### src/hw/rtl/qwpr_pkg.sv
`timescale 1ns / 1ps
// ----------------------------------------------------------------------------
// Queue with prefix reverse: shared package
// Operation and status codes, controller states, and the command and status
// bundles that pass between the controller and the datapath.
// ----------------------------------------------------------------------------
package qwpr_pkg;

  localparam logic [1:0] OP_ENQ = 2'd0;
  localparam logic [1:0] OP_DEQ = 2'd1;
  localparam logic [1:0] OP_REV = 2'd2;

  localparam logic [1:0] ST_OK    = 2'd0;
  localparam logic [1:0] ST_FULL  = 2'd1;
  localparam logic [1:0] ST_EMPTY = 2'd2;
  localparam logic [1:0] ST_FEW   = 2'd3;

  typedef enum logic [2:0] {
    S_IDLE,
    S_CHECK,
    S_SWAP_RD,
    S_SWAP_WA,
    S_SWAP_WB,
    S_RESULT
  } state_t;

  typedef struct packed {
    logic accept;
    logic enq_write;
    logic deq_read;
    logic rev_init;
    logic set_result;
    logic swap_read;
    logic swap_write_a;
    logic swap_write_b;
    logic load_out;
  } cmd_t;

  typedef struct packed {
    logic enq_ok;
    logic deq_ok;
    logic rev_go;
    logic last_swap;
    logic out_free;
  } sts_t;

endpackage

### src/hw/rtl/qwpr_ctrl.sv
`timescale 1ns / 1ps
// ----------------------------------------------------------------------------
// Queue with prefix reverse: controller
// Sequences one beat at a time through check, swap loop and result hand-off.
// ----------------------------------------------------------------------------
module qwpr_ctrl
  import qwpr_pkg::*;
(
  input  logic clk,
  input  logic rst,
  input  logic in_valid,
  output logic in_ready,
  input  sts_t sts,
  output cmd_t cmd
);

  state_t state;
  state_t state_next;

  always_ff @(posedge clk) begin
    if (rst) begin
      state <= S_IDLE;
    end else begin
      state <= state_next;
    end
  end

  always_comb begin
    state_next = state;
    case (state)
      S_IDLE: begin
        if (in_valid) state_next = S_CHECK;
      end
      S_CHECK: begin
        if (sts.rev_go) state_next = S_SWAP_RD;
        else state_next = S_RESULT;
      end
      S_SWAP_RD: state_next = S_SWAP_WA;
      S_SWAP_WA: state_next = S_SWAP_WB;
      S_SWAP_WB: begin
        if (sts.last_swap) state_next = S_RESULT;
        else state_next = S_SWAP_RD;
      end
      S_RESULT: begin
        if (sts.out_free) state_next = S_IDLE;
      end
      default: state_next = S_IDLE;
    endcase
  end

  always_comb begin
    cmd = '0;
    in_ready = 1'b0;
    case (state)
      S_IDLE: begin
        in_ready = 1'b1;
        cmd.accept = in_valid;
      end
      S_CHECK: begin
        cmd.set_result = 1'b1;
        cmd.enq_write = sts.enq_ok;
        cmd.deq_read = sts.deq_ok;
        cmd.rev_init = sts.rev_go;
      end
      S_SWAP_RD: cmd.swap_read = 1'b1;
      S_SWAP_WA: cmd.swap_write_a = 1'b1;
      S_SWAP_WB: cmd.swap_write_b = 1'b1;
      S_RESULT:  cmd.load_out = sts.out_free;
      default: cmd = '0;
    endcase
  end

endmodule

### config.mk
export PLATFORM = sky130hd
export DESIGN_NAME = qwpr_ctrl
export DESIGN_NICKNAME = d
export VERILOG_FILES = /design/src/hw/rtl/qwpr_pkg.sv /design/src/hw/rtl/qwpr_ctrl.sv
export SDC_FILE = /design/constraint.sdc
export NUM_CORES = 1
export LEC_CHECK = 0
export ABC_AREA = 1
export BUFFER_PORTS_ARGS = -buffer_cell sky130_fd_sc_hd__buf_2
export CAP_MARGIN = 25
export CORE_AREA = 2 2 39 41
export CTS_BUF_LIST = sky130_fd_sc_hd__clkbuf_16
export CTS_CLUSTER_DIAMETER = 150
export DETAILED_ROUTE_END_ITERATION = 10
export DIE_AREA = 0 0 41 43
export PLACE_DENSITY = 0.5
export SLEW_MARGIN = 20
export SYNTH_ARGS = -nofsm -noshare
export SYNTH_HDL_FRONTEND = slang
export SYNTH_SLANG_ARGS = --single-unit
### constraint.sdc
create_clock -name clk -period 2.2 [get_ports clk]
set_input_delay 0.22 -clock clk [delete_from_list [all_inputs] [get_ports clk]]
set_output_delay 0.22 -clock clk [all_outputs]
set_load 0.1 [all_outputs]
Word-level counts from Yosys, hierarchy flattened
Index checks and enable logic that the tools add are counted.
{ "totals": {"ram_bits": 0, "elab_cells": 22, "inputBits": 8, "latch_bits": 0, "output_inout_bits": 10, "romBits": 0, "memories": 0, "reg_bits": 3} }
{ "classes": {"n_lt_le_gt_ge": 0, "n_addsub": 0, "muxes": 12, "shift": 0, "multipliers": 0, "eq_ne": 7, "n_bitwise": 0, "div": 0, "reduce_logical": 2} }
{ "ops": {"columns": ["operator", "count"], "rows": [
  ["3-bit case mux with 6 select lines", 1],
  ["3-bit 2-to-1 mux", 4],
  ["3-bit by 2-bit equality test with 1-bit output, second input constant", 2],
  ["3-bit equality test, second input constant", 2],
  ["1-bit 2-to-1 mux", 6],
  ["4-bit 2-to-1 mux", 1],
  ["2-bit inequality test, second input constant", 2],
  ["3-bit by 1-bit equality test with 1-bit output, second input constant", 1],
  ["3-bit zero test", 1],
  ["2-bit AND reduction", 1]
]} }

Depth between registers and ports, before layout
Gate-level depths: netlist of the first run.
{ "depth": {"depth_word": 3, "ltp_mapped": 7} }

Least setup slack after synthesis of the first run
OpenSTA, ideal clock, no wires.
{ "synth_path": {"kind": "register -> output", "startpoint": "register state[0]", "endpoint": "output port cmd[6] in the netlist's numbering", "path_slack_ps": -687, "arrival_time_ps": 2667, "path_buffers": 0, "path_stages_with_launch": 5, "cell_sequence": "dfxtp_1 inv_2 nor3_4 inv_1 nor2_1"} }
{ "synth_lines": {"columns": ["element", "line", "source"], "rows": [
  ["start: declaration", "qwpr_ctrl.sv:17", "state_t state;"],
  ["start signal: assignment", "qwpr_ctrl.sv:24", "state <= state_next;"],
  ["end: declaration", "qwpr_ctrl.sv:14", "output cmd_t cmd"]
]} }

==> results of run 1 <==
## per-stage QoR
stage	power, mW	TNS, ps
after global placement	0.465	0
after CTS	0.748	0
after floorplan	0.421	-244
after global routing	0.773	0
final	0.742	0
after detailed placement	0.464	0
## final timing paths
| path | end | slack [ps] | cells past startpoint | start |
|---|---|---|---|---|
| min | state[0]$_SDFFE_PP0P_ | 170 | 2 | rst |
| max reg2reg | state[0]$_SDFFE_PP0P_ | 1130 | 6 | state[1]$_SDFFE_PP0P_ |
| min reg2reg | state[1]$_SDFFE_PP0P_ | 650 | 3 | state[0]$_SDFFE_PP0P_ |
| max | cmd[5] | 500 | 5 | state[0]$_SDFFE_PP0P_ |
## power breakdown
group	switching [mW]	internal (mW)	leakage, nW
clock network	0.0466	0.234	0.0423
logic	0.312	0.0639	0.216
registers	0.0197	0.0665	0.0249
total	0.378	0.364	0.283
## per-layer routing
metal | vias up | routed length (um) | track usage
met1 | 139 | 267 | 0.0968
met2 | 10 | 268 | 0.122
li1 | 183 | - | -
met5 | - | 0 | 0
met4 | 0 | 0 | 0.0800
met3 | 0 | 61 | 0.0157
## cell families (layout without fill, tap and decap cells)
group	Yosys count	in the layout	share of synthesized area
AO/OA/AOI/OAI	2	2	0.0605
buffers and inverters	16	36	0.251
flip-flops	3	3	0.223
AND/OR/NAND/NOR	26	26	0.465
## cell usage in the layout (no fill, tap or decap), drive strengths merged
cell type,n
buf,17
inv,15
nor2,11
nand3,7
nand2,5
clkbuf,3
dfxtp,3
nor3,2
clkinvlp,1
nor4,1
o21bai,1
a21oi,1
## area by class of cell
class	instances	area [um^2]
Clock inverter	1	3.75
Sequential cell	3	61.3
Multi-Input combinational cell	28	156
Clock buffer	3	75.1
Timing Repair Buffer	17	85.1
Inverter	15	60.1
Fill cell	166	922
Tap cell	16	20.0
## worst reg2reg max path, stage by stage, from the launching register on
cell	delay (ps)
dfxtp_1	490
inv_1	70
nand3_1	100
nor2_1	70
nor2_1	100
nand2_1	70
a21oi_2	100
==> results.sh, run 1 <==
export IMPL_hold_viol_final=0
export IMPL_root_buffer="clkbuf_16"
export IMPL_antennaDiodeCount=0
export IMPL_syn_instance_count=47
export IMPL_max_vdd_ir_drop_uv=639
export IMPL_grt_pass1_vias=286
export IMPL_antenna_left=0
export IMPL_status="complete, no violations"
export IMPL_grt_setup_unrepaired="no"
export IMPL_criticalPathCategory="reg -> out"
export IMPL_fin_ws_ps=503
export IMPL_critPathArrivalTime_ps=1480
export IMPL_crit_family="buffers and inverters"
export IMPL_cts_tree="yes"
export IMPL_ctsHoldBuffers=0
export IMPL_ys_ff_latch=3
export IMPL_die_area_um2=1760
export IMPL_slowest_stage="buf_2"
export IMPL_maxSlewHeadroom=0.676
export IMPL_ys_types=13
export IMPL_hpwlAfterDp_um=507
export IMPL_largest_reg_flops=3
export IMPL_post_route_period_util=0.771
export IMPL_drv_slew=0
export IMPL_ios=18
export IMPL_finalInstanceArea_um2=462
export IMPL_clock_sinks=3
export IMPL_antenna_found_initial=0
export IMPL_fin_crit_ps=1700
export IMPL_core_area_um2=1380
export IMPL_netlist_area_leader_share=0.223
export IMPL_cts_clk_slew_worst_paths_ps=30
export IMPL_whs_ps=175
export IMPL_cts_resized=0
export IMPL_yosysMostFrequentCell="inv_1"
export IMPL_area_growth_pct=71.6
export IMPL_max_stage_delay_ps=410
export IMPL_worstMarginPinSlew_ps=489
export IMPL_synth_top_area_cell="dfxtp_1"
export IMPL_fin_nets=76
export IMPL_drc=0
export IMPL_ys_warn_count=0
export IMPL_dieHeight_um=43
export IMPL_fin_skew_ps=1.21
export IMPL_cp_max_fo=6
export IMPL_synth_common_cells="inv_1 (13), nor2_1 (11), nand3_1 (7)"
export IMPL_synth_area_um2=269
export IMPL_synth_area_leaders="dfxtp_1 (22%), inv_1 (18%), nor2_1 (15%)"
export IMPL_wl_per_cell_um=7.19
export IMPL_grt_max_degree=9
export IMPL_drtIter0Drc=7
export IMPL_utilization=0.334
export IMPL_endpoint_kind="output pin"
export IMPL_htreeDepth=1
export IMPL_grt_pass1_wl_um=1000
export IMPL_drive_gt1_frac=0.463
export IMPL_ys_async_sr_fraction=0
export IMPL_grt_util_all_layers=0.0844
export IMPL_synth_area_per_cell_um2=5.72
export IMPL_cts_made_buffers=3
export IMPL_synth_edf_count=0
export IMPL_cp_num_buf_inv=3
export IMPL_max_cap_violations=0
export IMPL_num_rows=14
export IMPL_cp_cell_sequence="inv_2, nor3_4, nand2_1, clkinvlp_4, buf_2"
export IMPL_power_density_nw_per_um2=1610
export IMPL_pre_cts_ws_ps=720
export IMPL_regMostFlops="state"
export IMPL_place_inst=79
export IMPL_syn_nets=55
export IMPL_required_ps=1980
export IMPL_first_pass_iters=3
export IMPL_gp_congestion=0.640
export IMPL_die_width_um=41
export IMPL_clk_path_buf_depth=2
export IMPL_p_leak_nw=0.283
export IMPL_dpl_cell_area_um2=383
export IMPL_startpoint_type="flip-flop"
export IMPL_max_clock_freq_mhz=589
export IMPL_finalSetupViolCount=0
export IMPL_grt_overflow_total=0
export IMPL_port_buffers=17
export IMPL_instances_no_fill=83
export IMPL_clock_latency_ps=220
export IMPL_vias=332
export IMPL_wirelength_um=597
export IMPL_synthFlopType="dfxtp_1"
export IMPL_viasPerCell=4.00
export IMPL_postCtsSetupBuffers=0
export IMPL_largest_registers="state x3"
export IMPL_ys_seq_area_frac=0.223
export IMPL_floorplan_initialDensity=0.194
export IMPL_hp_class="in -> reg"
No activity file was read; power rests on OpenSTA's default activity.
==> inputs of run 2 (changes only) <==
- clock period: 2.2 -> 1.57 ns (I/O delays scaled with it)
==> run 2 against run 1 <==
Compared with the run above:
- first-iteration DRC count fell by 86%
- non-clock buffer count is the same
- sequential share of layout area down 2.4 points
- wire length up 8.2%
- cell area is 27% higher
==> results.sh, run 2 (same netlist as run 1, synthesis figures left out) <==
export IMPL_status="complete, no violations"
export IMPL_finalSetupViolCount=0
export IMPL_antenna_found_initial=0
export IMPL_hold_viol_final=0
export IMPL_clock_latency_ps=220
export IMPL_vias=337
export IMPL_ctsHoldBuffers=0
export IMPL_utilization=0.424
export IMPL_largest_reg_flops=3
export IMPL_grt_pass1_wl_um=1060
export IMPL_power_internal_uw=623
export IMPL_pwr_share_comb=0.562
export IMPL_clk_path_buf_depth=2
export IMPL_num_rows=14
export IMPL_max_vdd_ir_drop_uv=847
export IMPL_worstMarginPinSlew_ps=489
export IMPL_die_width_um=41
export IMPL_grt_util_all_layers=0.0873
export IMPL_maxSlewHeadroom=0.676
export IMPL_ios=18
export IMPL_floorplan_initialDensity=0.194
export IMPL_grt_setup_unrepaired="no"
export IMPL_cp_max_fo=8
export IMPL_mostFrequentLayoutCell="inv_1"
export IMPL_drc=0
export IMPL_drtIter0Drc=1
export IMPL_root_buffer="clkbuf_16"
export IMPL_postCtsSetupBuffers=0
export IMPL_p_sw_uw=562
export IMPL_wirelength_um=646
export IMPL_clock_sinks=3
export IMPL_clockPowerShare=0.331
export IMPL_fin_skew_ps=1.08
export IMPL_dieHeight_um=43
export IMPL_p_leak_nw=0.311
export IMPL_max_cap_violations=0
export IMPL_antennaDiodeCount=0
export IMPL_hpwlAfterDp_um=542
export IMPL_fin_crit_ps=1470
export IMPL_grt_max_degree=9
export IMPL_post_route_period_util=0.935
export IMPL_startpoint_type="flip-flop"
export IMPL_die_area_um2=1760
export IMPL_grt_overflow_total=0
export IMPL_dpl_cell_area_um2=508
export IMPL_fin_nets=76
export IMPL_hp_class="in -> reg"
export IMPL_drv_slew=0
export IMPL_switching_share=0.474
export IMPL_cts_resized=0
export IMPL_area_growth_pct=118
export IMPL_required_ps=1410
export IMPL_viasPerCell=4.06
export IMPL_cts_made_buffers=3
export IMPL_wl_per_cell_um=7.78
export IMPL_port_buffers=17
export IMPL_n_fill_cell=138
export IMPL_whs_ps=116
export IMPL_gp_congestion=0.668
export IMPL_criticalPathCategory="reg -> out"
export IMPL_first_pass_iters=3
export IMPL_core_area_um2=1380
export IMPL_endpoint_kind="output pin"
export IMPL_regMostFlops="state"
export IMPL_htreeDepth=1
export IMPL_grt_pass1_vias=289
export IMPL_finalInstanceArea_um2=587
export IMPL_critPathArrivalTime_ps=1310
export IMPL_final_cell_mix="inv_1 (12), buf_2 (10), nand3_1 (7), nor2_1 (7), buf_12 (7)"
export IMPL_max_clock_freq_mhz=681
export IMPL_largest_registers="state x3"
export IMPL_cts_tree="yes"
export IMPL_drive_gt1_frac=0.493
export IMPL_power_density_nw_per_um2=2020
export IMPL_cts_clk_slew_worst_paths_ps=30
export IMPL_antenna_left=0
export IMPL_seq_power_share=0.107
-- run 2: critical path: stages, from the launching register on --
cell and delay (ps):
dfxtp_1 390, inv_1 90, nand3_1 100, nor2_2 90
buf_2 420
-- run 2: worst paths after layout --
path         cells past startpoint  slack (ps)                     to             startpoint
max                              4         100                 cmd[0]  state[1]$_SDFFE_PP0P_
max reg2reg                      6         460  state[0]$_SDFFE_PP0P_  state[1]$_SDFFE_PP0P_
min                              2         120  state[0]$_SDFFE_PP0P_                    rst
min reg2reg                      3         640  state[1]$_SDFFE_PP0P_  state[0]$_SDFFE_PP0P_
-- run 2: per-layer routing --
layer | wire length, um | vias to the layer above | global-route usage
met3 | 46 | 2 | 0.0157
met5 | 0 | - | 0
met1 | 298 | 145 | 0.106
met2 | 289 | 10 | 0.131
li1 | - | 180 | -
met4 | 12 | 0 | 0.0600
-- run 2: per-stage QoR --
step | power (mW) | setup TNS (ps) | setup slack [ps] | instances
finish | 1.19 | 0 | 102 | 83
CTS | 1.20 | 0 | 87.4 | 83
global placement | 0.795 | 0 | 317 | 79
floorplan | 0.609 | -1940 | -524 | 47
global route | 1.23 | 0 | 0.886 | 83
detailed placement | 0.797 | 0 | 321 | 79
-- run 2: power by group through the flow --
| stage | clock network [mW] | logic [mW] | registers [mW] |
|---|---|---|---|
| after floorplan | 0 | 0.495 | 0.114 |
| after global placement | 0 | 0.670 | 0.126 |
| after detailed placement | 0 | 0.670 | 0.127 |
| after CTS | 0.401 | 0.671 | 0.126 |
| after global routing | 0.408 | 0.695 | 0.130 |
| final | 0.393 | 0.666 | 0.126 |
-- run 2: final cells by class --
| class | instances | area, um^2 | share of cell area |
|---|---|---|---|
| clock buffers | 3 | 75.1 | 0.128 |
| clock inverters | 1 | 3.75 | 0.00640 |
| inverters | 15 | 62.6 | 0.107 |
| multi-input cells | 28 | 171 | 0.292 |
| flip-flops and latches | 3 | 63.8 | 0.109 |
| well taps | 16 | 20.0 | 0.0341 |
| repair buffers | 17 | 190 | 0.324 |
==> inputs of run 3 (changes only) <==
- PLACE_DENSITY: 0.5 -> not set
==> run 3 against run 2 <==
Compared with the run above:
- clock skew shrank 0.87 ps
- power grew 0.18%
- combinational power is essentially flat
- cell area is the same
- register-to-register slack is essentially flat
- first-iteration DRC count is the same
- sequential share of layout area is the same
- critical endpoint unchanged
==> results.sh, run 3 (same netlist as run 1, synthesis figures left out) <==
export IMPL_viasPerCell=4.12
export IMPL_regMostFlops="state"
export IMPL_antenna_left=0
export IMPL_drive_gt1_frac=0.493
export IMPL_port_buffers=17
export IMPL_area_growth_pct=118
export IMPL_drtIter0Drc=1
export IMPL_largest_reg_flops=3
export IMPL_dieHeight_um=43
export IMPL_hp_class="in -> reg"
export IMPL_hold_viol_final=0
export IMPL_use_met3=0.0524
export IMPL_pre_cts_ws_ps=325
export IMPL_r2r_end="state[0]$_SDFFE_PP0P_"
export IMPL_cp_cell_sequence="nand3_1, nor2_2, buf_2"
export IMPL_vias=342
export IMPL_cts_made_buffers=3
export IMPL_postCtsSetupBuffers=0
export IMPL_ctsHoldBuffers=0
export IMPL_critPathArrivalTime_ps=1320
export IMPL_grt_util_all_layers=0.0983
export IMPL_cp_max_fo=4
export IMPL_root_buffer="clkbuf_16"
export IMPL_maxSlewHeadroom=0.678
export IMPL_min_to="state[0]$_SDFFE_PP0P_"
export IMPL_drv_slew=0
export IMPL_post_route_period_util=0.939
export IMPL_place_inst=79
export IMPL_antenna_found_initial=0
export IMPL_cts_resized=0
export IMPL_first_pass_iters=2
export IMPL_n_fill_cell=151
export IMPL_grt_busiest_layer="met2"
export IMPL_mostFrequentLayoutCell="inv_1"
export IMPL_hpwlAfterDp_um=590
export IMPL_antennaDiodeCount=0
export IMPL_grt_pass1_vias=321
export IMPL_final_cell_mix="inv_1 (12), buf_2 (10), nand3_1 (7), nor2_1 (7), buf_12 (7)"
export IMPL_p_sw_uw=564
export IMPL_clock_sinks=3
export IMPL_instances_no_fill=83
export IMPL_grt_overflow_total=0
export IMPL_htreeDepth=1
export IMPL_p_leak_nw=0.311
export IMPL_criticalPathCategory="reg -> out"
export IMPL_cts_tree="yes"
export IMPL_floorplan_initialDensity=0.194
export IMPL_worstMarginPinSlew_ps=486
export IMPL_required_ps=1410
export IMPL_rrSetupSlack_ps=460
export IMPL_status="complete, no violations"
export IMPL_switching_share=0.475
export IMPL_fin_ws_ps=95.1
export IMPL_wirelength_um=686
export IMPL_grt_pass1_wl_um=1120
export IMPL_grtUsageMet2=0.163
export IMPL_max_vdd_ir_drop_uv=877
export IMPL_power_density_nw_per_um2=2020
export IMPL_die_width_um=41
export IMPL_clockPowerShare=0.332
export IMPL_max_clock_freq_mhz=678
export IMPL_die_area_um2=1760
export IMPL_finalSetupViolCount=0
export IMPL_clk_path_buf_depth=2
export IMPL_power_internal_uw=623
export IMPL_cts_clk_slew_worst_paths_ps=30
export IMPL_slowest_stage="dfxtp_1"
export IMPL_largest_registers="state x3"
export IMPL_hold_depth=2
export IMPL_regToRegStartpoint="state[1]$_SDFFE_PP0P_"
export IMPL_max_stage_delay_ps=430
export IMPL_fin_skew_ps=0.210
export IMPL_gp_congestion=0.661
export IMPL_pwr_share_comb=0.562
export IMPL_grt_max_degree=9
export IMPL_reg2reg_depth=6
export IMPL_seq_power_share=0.106
export IMPL_grt_setup_unrepaired="no"
export IMPL_max_cap_violations=0
export IMPL_core_area_um2=1380
export IMPL_startpoint_type="flip-flop"
export IMPL_grtUsageMet1=0.0865
export IMPL_drc=0
export IMPL_fin_nets=76
export IMPL_finalPower_mw=1.19
export IMPL_hold_start="rst"
export IMPL_clock_latency_ps=220
export IMPL_ios=18
export IMPL_endpoint_kind="output pin"
export IMPL_wl_per_cell_um=8.27
export IMPL_fin_crit_ps=1470
export IMPL_num_rows=14
## run 3: per-stage QoR
| stage | hold slack, ps | setup TNS [ps] | instance area, um^2 | util |
|---|---|---|---|---|
| floorplan | 210 | -1940 | 309 | - |
| global placement | 343 | 0 | 508 | 0.367 |
| detailed placement | 341 | 0 | 508 | 0.367 |
| CTS | 112 | 0 | 587 | 0.424 |
| global route | 127 | 0 | 587 | 0.424 |
| finish | 113 | 0 | 587 | 0.424 |
## run 3: final cells by class
| type | count | area (um^2) | share of cell area |
|---|---|---|---|
| Clock buffer | 3 | 75.1 | 0.128 |
| Multi-Input combinational cell | 28 | 171 | 0.292 |
| Sequential cell | 3 | 63.8 | 0.109 |
| Timing Repair Buffer | 17 | 190 | 0.324 |
| Clock inverter | 1 | 3.75 | 0.00640 |
| Tap cell | 16 | 20.0 | 0.0341 |
| Inverter | 15 | 62.6 | 0.107 |
## run 3: worst max-delay path: cells and delay by family, from the launching register on
family        cells  cell delay [ps]
buf+inv           1              420
simple gates      2              250
flops             1              430
## run 3: layer usage
layer	wire length, um	up-vias
li1	-	178
met1	246	151
met2	365	11
met3	66	2
met4	7	0
met5	0	-
## run 3: worst max-delay path by stage
stage	startpoint	to	slack, ps	depth (start not counted)
after global placement	state[2]$_SDFFE_PP0P_	cmd[0]	330	3
final	state[2]$_SDFFE_PP0P_	cmd[0]	100	3
after floorplan	state[0]$_SDFFE_PP0P_	cmd[6]	-520	4
after CTS	state[2]$_SDFFE_PP0P_	cmd[0]	90	3
after global routing	state[1]$_SDFFE_PP0P_	cmd[0]	20	4
after detailed placement	state[2]$_SDFFE_PP0P_	cmd[0]	330	3
## run 3: power groups by stage
stage                     registers [mW]  clock network, mW  logic (mW)
final                              0.126              0.395       0.667
after global routing               0.129              0.409       0.699
after CTS                          0.126              0.402       0.673
after detailed placement           0.127                  0       0.672
after global placement             0.125                  0       0.668
after floorplan                    0.114                  0       0.495
